File: config.mk
export PLATFORM = sky130hd
export DESIGN_NAME = utf8_codepoint_stream_search_top_flat
export DESIGN_NICKNAME = d
export VERILOG_FILES = /design/src/sv/utf8cs_pkg.sv /design/src/sv/utf8cs_if.sv /design/src/sv/utf8_codepoint_stream_search_top.sv /design/src/flat_wrapper.sv
export VERILOG_INCLUDE_DIRS = /design/src /design/src/sv
export SDC_FILE = /design/constraint.sdc
export NUM_CORES = 1
export LEC_CHECK = 0
export ABC_AREA = 1
export BUFFER_PORTS_ARGS = -buffer_cell sky130_fd_sc_hd__buf_2
export CAP_MARGIN = 20
export CORE_UTILIZATION = 35
export CTS_BUF_LIST = sky130_fd_sc_hd__clkbuf_8
export CTS_CLUSTER_SIZE = 28
export DETAILED_ROUTE_END_ITERATION = 12
export MAX_ROUTING_LAYER = met4
export SLEW_MARGIN = 20
export SYNTH_ARGS = -nofsm -noshare
export SYNTH_HDL_FRONTEND = slang
export SYNTH_SLANG_ARGS = --single-unit
File: constraint.sdc
create_clock -name clock -period 2.41 [get_ports clock]
set_input_delay 0.482 -clock clock [delete_from_list [all_inputs] [get_ports clock]]
set_output_delay 0.482 -clock clock [all_outputs]
set_load 0.02 [all_outputs]
File: src/sv/utf8_codepoint_stream_search_top_defines.svh
// ---------------------------------------------------------------------------
// utf8 code point stream search: assertion macros
// concurrent checks sampled on clock, disabled in reset
// ---------------------------------------------------------------------------
`ifndef UTF8_CODEPOINT_STREAM_SEARCH_TOP_DEFINES_SVH
`define UTF8_CODEPOINT_STREAM_SEARCH_TOP_DEFINES_SVH

`ifndef SYNTHESIS
`define U8S_ASSERT_IMP(lbl, clk, rst, ante, cons) \
   lbl: assert property (@(posedge clk) disable iff (rst) (ante) |-> (cons)) \
      else $error("assertion failed: same cycle implication");
`define U8S_ASSERT_NXT(lbl, clk, rst, ante, cons) \
   lbl: assert property (@(posedge clk) disable iff (rst) (ante) |=> (cons)) \
      else $error("assertion failed: next cycle implication");
`else
`define U8S_ASSERT_IMP(lbl, clk, rst, ante, cons)
`define U8S_ASSERT_NXT(lbl, clk, rst, ante, cons)
`endif

`endif

File: src/sv/utf8cs_pkg.sv
// ---------------------------------------------------------------------------
// utf8cs_pkg
// shared widths, register map and the utf8 encoder
// ---------------------------------------------------------------------------
`default_nettype none

package utf8cs_pkg;

   localparam int OFFSET_WIDTH   = 32;
   localparam int CP_WIDTH       = 21;
   localparam int BYTE_WIDTH     = 8;
   localparam int PATTERN_BYTES  = 4;
   localparam int PATTERN_WIDTH  = PATTERN_BYTES * BYTE_WIDTH;
   localparam int WINDOW_WIDTH   = (PATTERN_BYTES - 1) * BYTE_WIDTH;
   localparam int RESULT_WIDTH   = 32;
   localparam int CSR_DATA_WIDTH = 32;
   localparam int CSR_ADDR_WIDTH = 3;
   localparam int CSR_IDX_WIDTH  = CSR_ADDR_WIDTH - 2;

   localparam logic [CSR_IDX_WIDTH-1:0] CSR_IDX_TARGET_CODE_POINT = '0;

   localparam logic [OFFSET_WIDTH-1:0] COUNT_MAX = '1;

   localparam logic [CP_WIDTH-1:0] LIMIT_ONE_BYTE   = CP_WIDTH'(32'h80);
   localparam logic [CP_WIDTH-1:0] LIMIT_TWO_BYTE   = CP_WIDTH'(32'h0800);
   localparam logic [CP_WIDTH-1:0] LIMIT_THREE_BYTE = CP_WIDTH'(32'h10000);

   localparam logic [7:0] LEAD_TWO   = 8'hC0;
   localparam logic [7:0] LEAD_THREE = 8'hE0;
   localparam logic [7:0] LEAD_FOUR  = 8'hF0;
   localparam logic [7:0] CONT_MARK  = 8'h80;

   typedef struct packed {
      logic [1:0]               len_m1;
      logic [PATTERN_WIDTH-1:0] pattern;
   } encoding_type;

   function automatic encoding_type encode_utf8(input logic [CP_WIDTH-1:0] cp);
      encoding_type enc;
      logic [7:0]   c0;
      logic [7:0]   c1;
      logic [7:0]   c2;
      c0 = CONT_MARK | {2'b00, cp[5:0]};
      c1 = CONT_MARK | {2'b00, cp[11:6]};
      c2 = CONT_MARK | {2'b00, cp[17:12]};
      if (cp < LIMIT_ONE_BYTE) begin
         enc.len_m1  = 2'd0;
         enc.pattern = {25'b0, cp[6:0]};
      end else if (cp < LIMIT_TWO_BYTE) begin
         enc.len_m1  = 2'd1;
         enc.pattern = {16'b0, LEAD_TWO | {3'b000, cp[10:6]}, c0};
      end else if (cp < LIMIT_THREE_BYTE) begin
         enc.len_m1  = 2'd2;
         enc.pattern = {8'b0, LEAD_THREE | {4'b0000, cp[15:12]}, c1, c0};
      end else begin
         enc.len_m1  = 2'd3;
         enc.pattern = {LEAD_FOUR | {5'b00000, cp[20:18]}, c2, c1, c0};
      end
      return enc;
   endfunction

endpackage

`default_nettype wire

File: src/sv/utf8cs_if.sv
// ---------------------------------------------------------------------------
// utf8cs channel interfaces
// valid/ready channels for text bytes and search results
// ---------------------------------------------------------------------------
`default_nettype none

interface utf8cs_req_if;
   import utf8cs_pkg::*;

   logic                  valid;
   logic                  ready;
   logic [BYTE_WIDTH-1:0] data_byte;
   logic                  end_of_text;

   modport source (output valid, output data_byte, output end_of_text, input ready);
   modport sink   (input valid, input data_byte, input end_of_text, output ready);
endinterface

interface utf8cs_rsp_if;
   import utf8cs_pkg::*;

   logic                    valid;
   logic                    ready;
   logic                    found;
   logic [RESULT_WIDTH-1:0] match_offset;

   modport source (output valid, output found, output match_offset, input ready);
   modport sink   (input valid, input found, input match_offset, output ready);
endinterface

`default_nettype wire

File: src/sv/utf8_codepoint_stream_search_top.sv
// a result is captured in the result register by the byte transfer that causes it
// throughput: one byte per cycle unless a stalled result is held, the result register frees itself when it is taken
// a stalled result blocks new bytes only while the result register stays full
// reset: synchronous, clears the target (code point 0), window, count, reported and valid flags
// ---------------------------------------------------------------------------
// utf8_codepoint_stream_search_top
// searches a byte stream for the utf8 encoding of a configured code point
// ---------------------------------------------------------------------------
`default_nettype none

`include "utf8_codepoint_stream_search_top_defines.svh"

module utf8_codepoint_stream_search_top (
   input  wire logic                                clock,
   input  wire logic                                reset,
   utf8cs_req_if.sink                               req_bus,
   utf8cs_rsp_if.source                             rsp_bus,
   input  wire logic                                csr_psel,
   input  wire logic                                csr_penable,
   input  wire logic                                csr_pwrite,
   input  wire logic [utf8cs_pkg::CSR_ADDR_WIDTH-1:0] csr_paddr,
   input  wire logic [utf8cs_pkg::CSR_DATA_WIDTH-1:0] csr_pwdata,
   output logic      [utf8cs_pkg::CSR_DATA_WIDTH-1:0] csr_prdata,
   output logic                                     csr_pready
);
   import utf8cs_pkg::*;

   logic [CP_WIDTH-1:0]       target_ff;
   encoding_type              enc_ff;
   logic [WINDOW_WIDTH-1:0]   recent_ff,   recent_in;
   logic [OFFSET_WIDTH-1:0]   seen_ff,     seen_in;
   logic                      reported_ff, reported_in;
   logic                      rsp_valid_ff, rsp_valid_in;
   logic                      found_ff,    found_in;
   logic [RESULT_WIDTH-1:0]   offset_ff,   offset_in;

   logic                      csr_sel_target;
   logic                      csr_wr;
   logic                      accept;
   logic [PATTERN_WIDTH-1:0]  window;
   logic [PATTERN_BYTES-1:0]  byte_hit;
   logic [PATTERN_BYTES-1:0]  byte_used;
   logic                      enough;
   logic                      hit;
   logic                      result;
   logic [OFFSET_WIDTH-1:0]   offset;
   logic [OFFSET_WIDTH+RESULT_WIDTH-1:0] offset_ext;

   // configuration port
   assign csr_sel_target = (csr_paddr[CSR_ADDR_WIDTH-1:2] == CSR_IDX_TARGET_CODE_POINT);
   assign csr_wr         = csr_psel && csr_penable && csr_pwrite;
   assign csr_pready     = 1'b1;
   assign csr_prdata     = csr_sel_target ? CSR_DATA_WIDTH'(target_ff) : '0;

   always_ff @(posedge clock) begin
      if (reset) begin
         target_ff <= '0;
         enc_ff    <= '0;
      end else if (csr_wr && csr_sel_target) begin
         target_ff <= csr_pwdata[CP_WIDTH-1:0];
         enc_ff    <= encode_utf8(csr_pwdata[CP_WIDTH-1:0]);
      end
   end

   // window compare
   assign accept        = req_bus.valid && req_bus.ready;
   assign req_bus.ready = !rsp_valid_ff || rsp_bus.ready;
   assign window        = {recent_ff, req_bus.data_byte};

   always_comb begin
      for (int i = 0; i < PATTERN_BYTES; i++) begin
         byte_hit[i]  = (window[i*BYTE_WIDTH +: BYTE_WIDTH] ==
                         enc_ff.pattern[i*BYTE_WIDTH +: BYTE_WIDTH]);
         byte_used[i] = (i <= int'(enc_ff.len_m1));
      end
   end

   assign enough     = (seen_ff >= OFFSET_WIDTH'(enc_ff.len_m1));
   assign hit        = !reported_ff && enough && (&(byte_hit | ~byte_used));
   assign result     = hit || (req_bus.end_of_text && !reported_ff);
   assign offset     = (seen_ff == COUNT_MAX) ? COUNT_MAX
                                              : seen_ff - OFFSET_WIDTH'(enc_ff.len_m1);
   assign offset_ext = {{RESULT_WIDTH{1'b0}}, offset};

   always_comb begin
      recent_in   = recent_ff;
      seen_in     = seen_ff;
      reported_in = reported_ff;
      if (accept) begin
         if (req_bus.end_of_text) begin
            recent_in   = '0;
            seen_in     = '0;
            reported_in = 1'b0;
         end else begin
            recent_in   = window[WINDOW_WIDTH-1:0];
            seen_in     = (seen_ff == COUNT_MAX) ? seen_ff : seen_ff + 1'b1;
            reported_in = reported_ff || hit;
         end
      end
   end

   // result register
   always_comb begin
      rsp_valid_in = rsp_valid_ff;
      found_in     = found_ff;
      offset_in    = offset_ff;
      if (accept) begin
         rsp_valid_in = result;
         found_in     = hit;
         offset_in    = hit ? offset_ext[RESULT_WIDTH-1:0] : '0;
      end else if (rsp_bus.ready) begin
         rsp_valid_in = 1'b0;
      end
   end

   always_ff @(posedge clock) begin
      if (reset) begin
         recent_ff    <= '0;
         seen_ff      <= '0;
         reported_ff  <= 1'b0;
         rsp_valid_ff <= 1'b0;
      end else begin
         recent_ff    <= recent_in;
         seen_ff      <= seen_in;
         reported_ff  <= reported_in;
         rsp_valid_ff <= rsp_valid_in;
      end
   end

   always_ff @(posedge clock) begin
      found_ff  <= found_in;
      offset_ff <= offset_in;
   end

   assign rsp_bus.valid        = rsp_valid_ff;
   assign rsp_bus.found        = found_ff;
   assign rsp_bus.match_offset = offset_ff;

   `U8S_ASSERT_IMP(a_notfound_zero, clock, reset, rsp_valid_ff && !found_ff, offset_ff == '0)
   `U8S_ASSERT_IMP(a_reported_enough, clock, reset, reported_ff,
                   seen_ff >= OFFSET_WIDTH'(enc_ff.len_m1))
   `U8S_ASSERT_NXT(a_rearm, clock, reset, accept && req_bus.end_of_text,
                   seen_ff == '0 && !reported_ff && recent_ff == '0)
   `U8S_ASSERT_NXT(a_count_moves, clock, reset, accept && !req_bus.end_of_text,
                   seen_ff != '0)

endmodule

`default_nettype wire

File: src/flat_wrapper.sv
// flat-port wrapper written by rule: the top's interface ports become plain ports
module utf8_codepoint_stream_search_top_flat import utf8cs_pkg::*;
  (clock, reset, csr_psel, csr_penable, csr_pwrite, csr_paddr, csr_pwdata, csr_prdata, csr_pready, req_bus_valid, req_bus_data_byte, req_bus_end_of_text, req_bus_ready, rsp_bus_valid, rsp_bus_found, rsp_bus_match_offset, rsp_bus_ready);
  utf8cs_req_if req_bus_i ();
  utf8cs_rsp_if rsp_bus_i ();
  input  wire logic clock;
  input  wire logic reset;
  input  wire logic csr_psel;
  input  wire logic csr_penable;
  input  wire logic csr_pwrite;
  input  wire logic [utf8cs_pkg::CSR_ADDR_WIDTH-1:0] csr_paddr;
  input  wire logic [utf8cs_pkg::CSR_DATA_WIDTH-1:0] csr_pwdata;
  output logic      [utf8cs_pkg::CSR_DATA_WIDTH-1:0] csr_prdata;
  output logic csr_pready;
  input wire logic [$bits(req_bus_i.valid)-1:0] req_bus_valid;
  input wire logic [$bits(req_bus_i.data_byte)-1:0] req_bus_data_byte;
  input wire logic [$bits(req_bus_i.end_of_text)-1:0] req_bus_end_of_text;
  output wire logic [$bits(req_bus_i.ready)-1:0] req_bus_ready;
  output wire logic [$bits(rsp_bus_i.valid)-1:0] rsp_bus_valid;
  output wire logic [$bits(rsp_bus_i.found)-1:0] rsp_bus_found;
  output wire logic [$bits(rsp_bus_i.match_offset)-1:0] rsp_bus_match_offset;
  input wire logic [$bits(rsp_bus_i.ready)-1:0] rsp_bus_ready;
  assign req_bus_i.valid = req_bus_valid;
  assign req_bus_i.data_byte = req_bus_data_byte;
  assign req_bus_i.end_of_text = req_bus_end_of_text;
  assign req_bus_ready = req_bus_i.ready;
  assign rsp_bus_valid = rsp_bus_i.valid;
  assign rsp_bus_found = rsp_bus_i.found;
  assign rsp_bus_match_offset = rsp_bus_i.match_offset;
  assign rsp_bus_i.ready = rsp_bus_ready;
  utf8_codepoint_stream_search_top u_core (.clock(clock), .reset(reset), .req_bus(req_bus_i), .rsp_bus(rsp_bus_i), .csr_psel(csr_psel), .csr_penable(csr_penable), .csr_pwrite(csr_pwrite), .csr_paddr(csr_paddr), .csr_pwdata(csr_pwdata), .csr_prdata(csr_prdata), .csr_pready(csr_pready));
endmodule
Word level (Yosys, flattened, before mapping)
Index checks and enable logic that the tools add are counted.
- mux-type cells: 11
- bitwise operators: 3
- reduce and logical (&&, ||, !) cells: 15
- order comparisons: 7
- $add $sub $neg: 2
- equality and inequality tests: 6
- operators by type and width (cell ; count):
    $mux 32 ; 3
    $mux 34 ; 2
    $mux 33 ; 1
    $add 32x1->32 const B ; 1
    $eq 32x32->1 const B ; 1
    $eq 8x8->1 ; 4
    $ge 32x2->1 ; 1
    $sub 32x2->32 ; 1
    $mux 24 ; 1
    $lt 21x12->1 const B ; 1
    $lt 21x17->1 const B ; 1
    $lt 21x8->1 const B ; 1
    $mux 21 ; 1
    $logic_and 1x1->1 ; 7
    $le 2x2->1 const A ; 2
    $not 4->4 ; 1
    $or 4x4->4 ; 1
    $reduce_and 4->1 ; 1
    $logic_or 1x1->1 ; 3
    $mux 1 ; 3
    $le 1x2->1 const A ; 1
    $logic_not 1->1 ; 2
    $ne 2x2->1 const B ; 1
    $reduce_and 2->1 ; 1
    other kinds (2) ; 2
- flip-flop bits (word level): 146
- input bits: 51
- logic and storage cells: 53
- output and inout bits: 68

Logic depth before layout (Yosys ltp)
Gate-level depths: netlist (run 1).
- depth after elaboration: 7
- mapped depth: 15
- mapped depth without buffers: 14

Worst setup path before layout (run 1)
Ideal clock, no wire load.
- path type: input to register
- start: input rsp_bus_ready
- end: register u_core.found_ff, in the netlist u_core.rsp_bus.found, enable pin
- library setup time: 0.410 ns
- slack: -0.118 ns
- data arrival time: 2.117 ns
- buffers on the path: 1
- required time: 2.000 ns
- cell stages on the path: 5
- cell sequence: inv_1 -> nand2_1 -> nand2_1 -> inv_1 -> buf_1
- word-level cells in the longest chain between the ends: 2
- ends and longest elaborated chain (item ; RTL line ; RTL):
    start: declaration ; flat_wrapper.sv:22 ; input wire logic [$bits(rsp_bus_i.ready)-1:0] rsp_bus_ready;
    $logic_or 1x1->1 ; utf8_codepoint_stream_search_top.sv:67 ; assign req_bus.ready = !rsp_valid_ff || rsp_bus.ready;
    via req_bus_ready ; flat_wrapper.sv:18 ; output wire logic [$bits(req_bus_i.ready)-1:0] req_bus_ready;
    $logic_and 1x1->1 ; utf8_codepoint_stream_search_top.sv:66 ; assign accept = req_bus.valid && req_bus.ready;
    via u_core.accept ; utf8_codepoint_stream_search_top.sv:39 ; logic accept;
    end signal: assignment ; utf8_codepoint_stream_search_top.sv:131 ; found_ff <= found_in;
    end: declaration ; utf8_codepoint_stream_search_top.sv:34 ; logic found_ff, found_in;
The timed path passes the listed nets, and every way through them passes these cells.
A chain may end at the register's enable or synchronous reset.

Worst setup path after layout (run 1)
- start: register u_core.seen_ff[0]
- end: register u_core.offset_ff[16], in the netlist u_core.rsp_bus.match_offset[16], data pin
- word-level cells in the longest chain between the ends: 3
- elaborated cells on any way between the ends: 6
- those cells by class: add/sub: 1; order compare: 1; eq/ne: 1; mux: 1; reduce/logical: 2
- ends and longest elaborated chain (item ; RTL line ; RTL):
    start: declaration ; utf8_codepoint_stream_search_top.sv:31 ; logic [OFFSET_WIDTH-1:0] seen_ff, seen_in;
    start signal: assignment ; utf8_codepoint_stream_search_top.sv:124 ; seen_ff <= seen_in;
    $ge 32x2->1 ; utf8_codepoint_stream_search_top.sv:78 ; assign enough = (seen_ff >= OFFSET_WIDTH'(enc_ff.len_m1));
    $logic_and 1x1->1 (2 in a row) ; utf8_codepoint_stream_search_top.sv:79 ; assign hit = !reported_ff && enough && (&(byte_hit | ~byte_used));
    via u_core.hit ; utf8_codepoint_stream_search_top.sv:44 ; logic hit;
    end signal: assignment ; utf8_codepoint_stream_search_top.sv:132 ; offset_ff <= offset_in;
    end: declaration ; utf8_codepoint_stream_search_top.sv:35 ; logic [RESULT_WIDTH-1:0] offset_ff, offset_in;
The timed path passes the listed nets, and every way through them passes these cells.

==> flow_metrics.env, run 1 <==
export IMPL_cap_viol_max_count=0
export IMPL_grt_max_degree=36
export IMPL_worst_setup_path_start_kind="register"
export IMPL_drc=0
export IMPL_cp_required_ns=2.60
export IMPL_syn_inst=944
export IMPL_finalSetupTns_ns=0
export IMPL_synthMuxAreaShare_pct=0
export IMPL_fin_skew_ns=0.0167
export IMPL_ctsHtreeMaxLevel=4
export IMPL_synth_compound_area_share_pct=11.1
export IMPL_synth_xor_area_share_pct=3.22
export IMPL_avgSynthCellArea_um2=7.21
export IMPL_cp_end_kind="register"
export IMPL_fin_crit_sh_pct=93.4
export IMPL_yosysUniqueCellTypes=41
export IMPL_synth_simple_area_share_pct=31.0
export IMPL_yosysWarnings=0
export IMPL_arrival_ns=2.44
export IMPL_start_util_pct=36.0
export IMPL_antenna_found_initial=0
export IMPL_synth_seq_cells=134
export IMPL_grt_pass1_vias=5548
export IMPL_power_density_nw_per_um2=600
export IMPL_synth_edf_count=33
export IMPL_postSynth_topFlopCell="dfxtp_1"
export IMPL_clkPwrFrac_pct=39.3
export IMPL_synth_top_family_by_area="simple AND/OR/NAND/NOR gates"
export IMPL_rows=50
export IMPL_leakage_uw=0.00326
export IMPL_clk_pin_slew_worst_paths_ns=0.08
export IMPL_setup_viol=0
export IMPL_layout_drive_gt1_share_pct=18.0
export IMPL_maxSlewViolCount=0
export IMPL_grt_overflow=0
export IMPL_grt_pass1_wl_um=27500
export IMPL_worst_setup_path_type="register to register"
export IMPL_dp_slack_ns=0.112
export IMPL_status="complete, no violations"
export IMPL_cts_buffers_inserted=17
export IMPL_seq_area_frac_synth_pct=44.3
export IMPL_gp_congestion=0.859
export IMPL_dpl_hpwl_um=12300
export IMPL_die_height_um=141
export IMPL_io_pins=119
export IMPL_net_switching_power_uw=1390
export IMPL_clock_latency_ns=0.46
export IMPL_hold_buffers=0
export IMPL_vias=6054
export IMPL_whs_ns=0.296
export IMPL_syn_area_um2=6800
export IMPL_tritoncts="built"
export IMPL_wl_um=16500
export IMPL_die_x_um=141
export IMPL_hold_class="primary input to register"
export IMPL_final_common_cell="nand2_1"
export IMPL_ir_drop_uv=383
export IMPL_fmax_mhz=444
export IMPL_first_pass_iters=5
export IMPL_vias_per_cell=4.61
export IMPL_drtIter0Drc=348
export IMPL_numPortBuffers=93
export IMPL_antenna_left=0
export IMPL_area_growth_pct=17.4
export IMPL_nets=1095
export IMPL_mostFrequentLayoutCells="nand2_1 (200), nor2_1 (167), dfxtp_1 (101), inv_1 (97), buf_2 (93)"
export IMPL_wl_per_cell_um=12.6
export IMPL_swShare_pct=28.9
export IMPL_track_usage_pct=18.1
export IMPL_hold_viol_final=0
export IMPL_cp_max_fo=26
export IMPL_fin_ws_ns=0.159
export IMPL_synthAdderAreaFrac_pct=0.846
export IMPL_clock_tree_root_cell="clkbuf_8"
export IMPL_seq_power_share_pct=50.3
export IMPL_cts_buffer_depth=2
export IMPL_die_area_um2=20000
export IMPL_ys_async_sr_fraction_pct=0
export IMPL_comb_power_share_pct=10.4
export IMPL_diodes=0
export IMPL_coreArea_um2=18900
export IMPL_fill_cells=2015
export IMPL_power_internal_uw=3410
export IMPL_clock_sinks=134
export IMPL_fin_crit_ns=2.25
-- through the flow --
stage / util, % / instances / total power (uW) / cell area, um2
after floorplan: - / 954 / 2810 / 6850
after global routing: 42.3 / 1313 / 5030 / 7990
final: 42.3 / 1313 / 4790 / 7990
after detailed placement: 40.1 / 1281 / 2960 / 7580
after global placement: 40.1 / 1281 / 2960 / 7580
after CTS: 42.2 / 1313 / 4850 / 7970
-- cell type report --
cell class	instances	area, um2	share of cell area, %
Timing Repair Buffer	115	668	8.37
Multi-Input combinational cell	668	3200	40.1
Tap cell	260	325	4.07
Clock buffer	17	234	2.93
Clock inverter	15	156	1.96
Inverter	104	390	4.89
Sequential cell	134	3010	37.7
-- power by group through the flow --
stage	registers, uW	logic, uW	clock network, uW
6_report	2410	500	1880
5_1_grt	2420	563	2050
4_1_cts	2410	501	1940
3_5_place_dp	2460	499	0
3_3_place_gp	2460	497	0
2_1_floorplan	2490	317	0
-- Yosys cell counts (2+ instances only) --
library cell / n / share of area [%]
nand2_1: 201 / 11
nor2_1: 167 / 9.2
dfxtp_1: 101 / 30
inv_1: 98 / 5.4
a21oi_1: 79 / 5.8
o21ai_0: 42 / 3.1
nor3_1: 38 / 2.8
edfxtp_1: 33 / 15
nand3_1: 27 / 2.0
xnor2_1: 19 / 2.4
clkbuf_1: 17 / 0.94
buf_4: 15 / 1.7
a211oi_1: 11 / 1.2
nor2_2: 11 / 1.0
nand4_1: 9 / 0.83
buf_2: 8 / 0.59
nand2_2: 8 / 0.74
xor2_1: 6 / 0.77
buf_1: 5 / 0.28
inv_2: 4 / 0.22
nand3_2: 4 / 0.59
nand3b_1: 4 / 0.44
nor2_4: 4 / 0.66
nor3_2: 4 / 0.59
o21ai_1: 4 / 0.29
a31oi_1: 3 / 0.28
ha_1: 3 / 0.55
clkbuf_2: 2 / 0.15
clkinv_1: 2 / 0.11
conb_1: 2 / 0.11
nor3b_2: 2 / 0.37
nor4_1: 2 / 0.18
-- path summary, 6_finish.rpt --
path | startpoint | slack, ns | end | depth (start not counted)
worst max-delay path | u_core.seen_ff[0]$_SDFFE_PP0P_ | 0.16 | u_core.rsp_bus.match_offset[16]$_SDFFCE_PN0P_ | 12
worst min-delay path | req_bus_data_byte[7] | 0.30 | u_core.recent_ff[7]$_SDFFE_PP0P_ | 3
worst max register to register | u_core.seen_ff[0]$_SDFFE_PP0P_ | 0.16 | u_core.rsp_bus.match_offset[16]$_SDFFCE_PN0P_ | 12
worst min register to register | u_core.target_ff[11]$_SDFFE_PP0P_ | 0.47 | u_core.target_ff[11]$_SDFFE_PP0P_ | 2
-- timing repair --
item	CTS	global route
setup endpoints to repair	0	26
setup buffers	0	0
resized for setup	0	4
-- state kept, by name, summed over array words and instances, names as in the netlist --
| register | count |
|---|---|
| u_core.target_ff | 21 |
| u_core.rsp_bus.found | 1 |
| u_core.enc_ff | 22 |
| u_core.rsp_bus.match_offset | 32 |
| u_core.recent_ff | 24 |
| u_core.reported_ff | 1 |
| u_core.rsp_bus.valid | 1 |
| u_core.seen_ff | 32 |
-- per-layer routing --
| layer | track usage (%) | share of wire, % | up-vias |
|---|---|---|---|
| li1 | - | - | 3209 |
| met1 | 23.4 | 49 | 2669 |
| met2 | 28.3 | 45 | 161 |
| met3 | 4.05 | 4.6 | 15 |
| met4 | 5.60 | 1.2 | 0 |
| met5 | - | 0 | - |
-- critical path: stages, from the launching register on --
cell	delay, ns
dfxtp_1	0.32
inv_1	0.09
ha_1	0.20
fa_2	0.24
nand2_2	0.09
nor2_4	0.17
nor3b_4	0.22
nand2_1	0.10
nand2_1	0.10
nor2_2	0.06
inv_2	0.16
buf_12	0.20
a31oi_1	0.06
-- cell families (layout without fill, tap and decap cells) --
kind of cell	Yosys count	in the layout
buffers and inverters	152	251
DFF	134	134
AOI/OAI and AO/OA	142	142
adders and majority gates	4	4
xor gates and xnor gates	25	25
and+or+nand+nor	485	485
other	2	12
Power figures use the tool's default switching activity.
==> run 2: changes to the inputs <==
- clock period: 2.41 -> 1.86 ns (I/O delays scaled with it)
==> flow_metrics.env, run 2 (synthesis gave the netlist of run 1 again) <==
export IMPL_antenna_found_initial=0
export IMPL_grt_overflow=0
export IMPL_vias_per_cell=4.72
export IMPL_whs_ns=0.174
export IMPL_drc=0
export IMPL_fmax_mhz=492
export IMPL_wl_per_cell_um=13.4
export IMPL_diodes=0
export IMPL_numPortBuffers=93
export IMPL_cp_max_fo=6
export IMPL_cap_viol_max_count=0
export IMPL_fin_crit_sh_pct=109
export IMPL_cp_required_ns=2.17
export IMPL_hold_depth=3
export IMPL_swShare_pct=28.9
export IMPL_worst_setup_path_type="register to register"
export IMPL_violations="negative setup slack"
export IMPL_clkPwrFrac_pct=37.5
export IMPL_cts_buffer_depth=2
export IMPL_layout_drive_gt1_share_pct=30.3
export IMPL_r2r_cells=12
export IMPL_grt_pass1_vias=6049
export IMPL_arrival_ns=2.34
export IMPL_clock_tree_root_cell="clkbuf_8"
export IMPL_ir_drop_uv=424
export IMPL_clock_latency_ns=0.45
export IMPL_io_pins=119
export IMPL_hold_class="primary input to register"
export IMPL_coreArea_um2=18900
export IMPL_final_common_cell="nand2_1"
export IMPL_hold_buffers=0
export IMPL_setup_viol=44
export IMPL_power_internal_uw=4480
export IMPL_status="finished with violations"
export IMPL_start_util_pct=36.0
export IMPL_net_switching_power_uw=1820
export IMPL_tritoncts="built"
export IMPL_rsz0062_at_grt="true"
export IMPL_track_usage_pct=19.1
export IMPL_power_density_nw_per_um2=693
export IMPL_ctsHtreeMaxLevel=4
export IMPL_fin_crit_ns=2.03
export IMPL_die_height_um=141
export IMPL_dpl_hpwl_um=12900
export IMPL_wl_um=18600
export IMPL_cp_end_kind="register"
export IMPL_rows=50
export IMPL_area_growth_pct=33.7
export IMPL_mostFrequentLayoutCells="nand2_1 (189), nor2_1 (156), inv_1 (93), buf_2 (93), dfxtp_1 (91)"
export IMPL_drtIter0Drc=406
export IMPL_leakage_uw=0.00380
export IMPL_fin_ws_ns=-0.171
export IMPL_vias=6578
export IMPL_comb_power_share_pct=12.9
export IMPL_clk_pin_slew_worst_paths_ns=0.08
export IMPL_dp_slack_ns=-0.301
export IMPL_nets=1176
export IMPL_maxSlewViolCount=0
export IMPL_fin_skew_ns=0.00898
export IMPL_antenna_left=0
export IMPL_grt_max_degree=36
export IMPL_seq_power_share_pct=49.6
export IMPL_gp_congestion=0.864
export IMPL_grt_pass1_wl_um=29100
export IMPL_die_x_um=141
export IMPL_cts_buffers_inserted=17
export IMPL_worst_setup_path_start_kind="register"
export IMPL_clock_sinks=134
export IMPL_hold_viol_final=0
export IMPL_first_pass_iters=5
export IMPL_die_area_um2=20000
-- run 2: changes by cell type in the layout (fill, tap and decap cells not counted), moves of 5 or more --
cell	change
buf_4	+67
a21oi_1	-24
a21oi_2	+24
nand2_1	-11
nor2_1	-11
dfxtp_1	-10
dfxtp_2	+10
nor2_4	+8
o21ai_0	-7
nand2_2	+6
o21ai_1	+6
buf_6	+5
-- run 2: worst paths after layout --
check	from	endpoint	slack [ns]
worst min register to register	u_core.target_ff[17]$_SDFFE_PP0P_	u_core.target_ff[17]$_SDFFE_PP0P_	0.46
worst max register to register	u_core.seen_ff[0]$_SDFFE_PP0P_	u_core.rsp_bus.match_offset[16]$_SDFFCE_PN0P_	-0.17
worst max-delay path	u_core.seen_ff[0]$_SDFFE_PP0P_	u_core.rsp_bus.match_offset[16]$_SDFFCE_PN0P_	-0.17
worst min-delay path	req_bus_valid	u_core.rsp_bus.valid$_SDFFE_PP0P_	0.17
-- run 2: power by group through the flow --
| stage | clock network (uW) | logic, uW | registers (uW) |
|---|---|---|---|
| final | 2360 | 814 | 3120 |
| after global routing | 2540 | 892 | 3130 |
| after CTS | 2420 | 756 | 3120 |
| after detailed placement | 0 | 692 | 3190 |
| after global placement | 0 | 687 | 3190 |
| after floorplan | 0 | 413 | 3230 |
-- run 2: critical path: stages (launching register included) --
cell	delay, ns
dfxtp_2	0.33
inv_2	0.05
ha_4	0.16
fa_2	0.35
nand2_2	0.10
nor2_4	0.05
nor3b_4	0.15
nand2_2	0.11
nand2_4	0.06
nor2_4	0.12
clkinv_4	0.11
clkbuf_16	0.18
a31oi_4	0.12
-- run 2: final cells by class --
class	instances	area, um2
clock buffers	17	234
repair buffers	195	1410
well taps	260	325
clock inverters	15	144
fillers	1936	9800
inverters	104	408
flip-flops and latches	134	3030
repair inverters	1	8.76
multi-input cells	668	3540
-- run 2: what timing repair did --
| action | 4_1_cts | 5_1_grt |
|---|---|---|
| gates resized for setup | 37 | 75 |
| gates cloned | 2 | 4 |
| endpoints found under the setup margin | 64 | 67 |
| pin swaps | 11 | 19 |
| setup buffers | 10 | 6 |
-- run 2: metal layers --
layer | track usage, % | share of wire, % | vias up
li1 | - | - | 3358
met1 | 23.6 | 46 | 3022
met2 | 31.3 | 48 | 173
met3 | 3.75 | 4.5 | 25
met4 | 6.11 | 1.9 | 0
met5 | - | 0 | -
-- run 2: stage by stage --
| stage | instance area, um2 | setup TNS (ns) | util (%) | total power, uW | std cells |
|---|---|---|---|---|---|
| 4_1_cts | 8720 | -5.23 | 46.1 | 6300 | 1385 |
| 2_1_floorplan | 6880 | -1.55 | - | 3640 | 954 |
| 6_report | 9090 | -4.47 | 48.1 | 6300 | 1394 |
| 3_3_place_gp | 8060 | -4.86 | 42.7 | 3880 | 1341 |
| 5_1_grt | 9090 | -10.11 | 48.1 | 6570 | 1394 |
| 3_5_place_dp | 8060 | -6.59 | 42.7 | 3880 | 1341 |
==> run 3: changes to the inputs <==
- clock period: 1.86 -> 2.1 ns (I/O delays scaled with it)
==> flow_metrics.env, run 3 (synthesis gave the netlist of run 1 again) <==
export IMPL_clock_tree_root_cell="clkbuf_8"
export IMPL_clock_sinks=134
export IMPL_finalSetupTns_ns=0
export IMPL_maxSlewViolCount=0
export IMPL_cpPeakStageDelay_ns=0.37
export IMPL_diodes=0
export IMPL_mostFrequentLayoutCells="nand2_1 (196), nor2_1 (158), dfxtp_1 (96), inv_1 (93), buf_2 (93)"
export IMPL_wl_per_cell_um=13.2
export IMPL_crit_slowest_cell="fa_2"
export IMPL_nets=1147
export IMPL_setup_viol=0
export IMPL_arrival_ns=2.49
export IMPL_start_util_pct=36.0
export IMPL_final_common_cell="nand2_1"
export IMPL_fin_crit_ns=2.08
export IMPL_leakage_uw=0.00357
export IMPL_worst_setup_path_type="register to register"
export IMPL_grt_overflow=0
export IMPL_cp_num_buf_inv=3
export IMPL_ctsHtreeMaxLevel=4
export IMPL_die_height_um=141
export IMPL_vias_per_cell=4.70
export IMPL_numPortBuffers=93
export IMPL_cts_buffers_inserted=17
export IMPL_antenna_found_initial=0
export IMPL_grt_pass1_vias=5790
export IMPL_whs_ns=0.220
export IMPL_cp_max_fo=4
export IMPL_drc=0
export IMPL_cap_viol_max_count=0
export IMPL_cts_buffer_depth=2
export IMPL_crit_chain="inv_2 -> ha_4 -> fa_2 -> nand2_2 -> nor2_2 -> nor3b_4 -> nand2_1 -> nand2_2 -> nor2_4 -> buf_4 -> buf_4 -> a21oi_1 -> nor2_1"
export IMPL_track_usage_pct=18.5
export IMPL_die_x_um=141
export IMPL_dpl_hpwl_um=12600
export IMPL_io_pins=119
export IMPL_drtIter0Drc=491
export IMPL_fmax_mhz=480
export IMPL_gp_congestion=0.887
export IMPL_status="complete, no violations"
export IMPL_clock_latency_ns=0.47
export IMPL_hold_viol_final=0
export IMPL_power_density_nw_per_um2=647
export IMPL_die_area_um2=20000
export IMPL_crit_family="simple AND/OR/NAND/NOR gates"
export IMPL_hold_class="primary input to register"
export IMPL_fin_crit_sh_pct=99.2
export IMPL_vias=6409
export IMPL_cp_end_kind="register"
export IMPL_fin_skew_ns=0.0209
export IMPL_coreArea_um2=18900
export IMPL_grt_max_degree=46
export IMPL_ir_drop_uv=429
export IMPL_wl_um=18000
export IMPL_rsz0062_at_grt="true"
export IMPL_finalPower_uw=5690
export IMPL_worst_setup_path_start_kind="register"
export IMPL_clk_pin_slew_worst_paths_ns=0.08
export IMPL_area_growth_pct=29.2
export IMPL_final_util_pct=46.5
export IMPL_antenna_left=0
export IMPL_tritoncts="built"
export IMPL_layout_drive_gt1_share_pct=27.0
export IMPL_first_pass_iters=5
export IMPL_rows=50
export IMPL_grt_pass1_wl_um=28100
export IMPL_cp_required_ns=2.50
==> run 3: per-stage QoR <==
stage	area, um2	cells	setup slack [ns]
global placement	7860	1319	-0.0738
finish	8790	1365	0.0174
CTS	8310	1352	-0.0161
detailed placement	7860	1319	-0.158
floorplan	6850	954	0.0537
global route	8790	1365	-0.0841
==> run 3: repair_timing <==
item / 4_1_cts / 5_1_grt
hold buffers: 0 / 0
endpoints found under the setup margin: 32 / 42
cloned: 0 / 4
pin swaps: 1 / 24
buffers inserted: 1 / 9
resized for setup: 11 / 79
==> run 3: report_power, final <==
| group | internal (uW) | switching (uW) |
|---|---|---|
| Sequential | 2720 | 47.7 |
| Clock | 1010 | 1230 |
| Combinational | 262 | 416 |
==> run 3: worst register-to-register path, cell delays in order (launching register included) <==
cell,delay (ns)
dfxtp_2,0.34
inv_2,0.05
ha_4,0.16
fa_2,0.37
nand2_2,0.08
nor2_2,0.04
nor3b_4,0.14
nand2_1,0.10
nand2_2,0.08
nor2_4,0.25
buf_4,0.17
buf_4,0.11
a21oi_1,0.05
nor2_1,0.08
==> run 3: cell type report <==
type	count	area [um2]
clock buffers	17	234
clock inverters	15	173
fillers	1932	10100
inverters	104	405
multi-input cells	668	3500
flip-flops and latches	134	3020
well taps	260	325
repair buffers	165	1100
repair inverters	2	27.5
==> run 3: path summary, 6_finish.rpt <==
path / slack (ns) / depth (start not counted) / from / end
setup / recovery: 0.02 / 13 / u_core.seen_ff[0]$_SDFFE_PP0P_ / u_core.reported_ff$_SDFFE_PP0P_
hold / removal: 0.22 / 3 / req_bus_data_byte[7] / u_core.recent_ff[7]$_SDFFE_PP0P_
setup reg to reg: 0.02 / 13 / u_core.seen_ff[0]$_SDFFE_PP0P_ / u_core.reported_ff$_SDFFE_PP0P_
hold reg to reg: 0.47 / 2 / u_core.target_ff[19]$_SDFFE_PP0P_ / u_core.target_ff[19]$_SDFFE_PP0P_
==> run 3: routing by layer <==
metal / track usage (%) / wire length, um
met5: - / 0
met4: 6.79 / 306
met3: 4.08 / 975
met2: 29.0 / 8300
met1: 23.5 / 8430
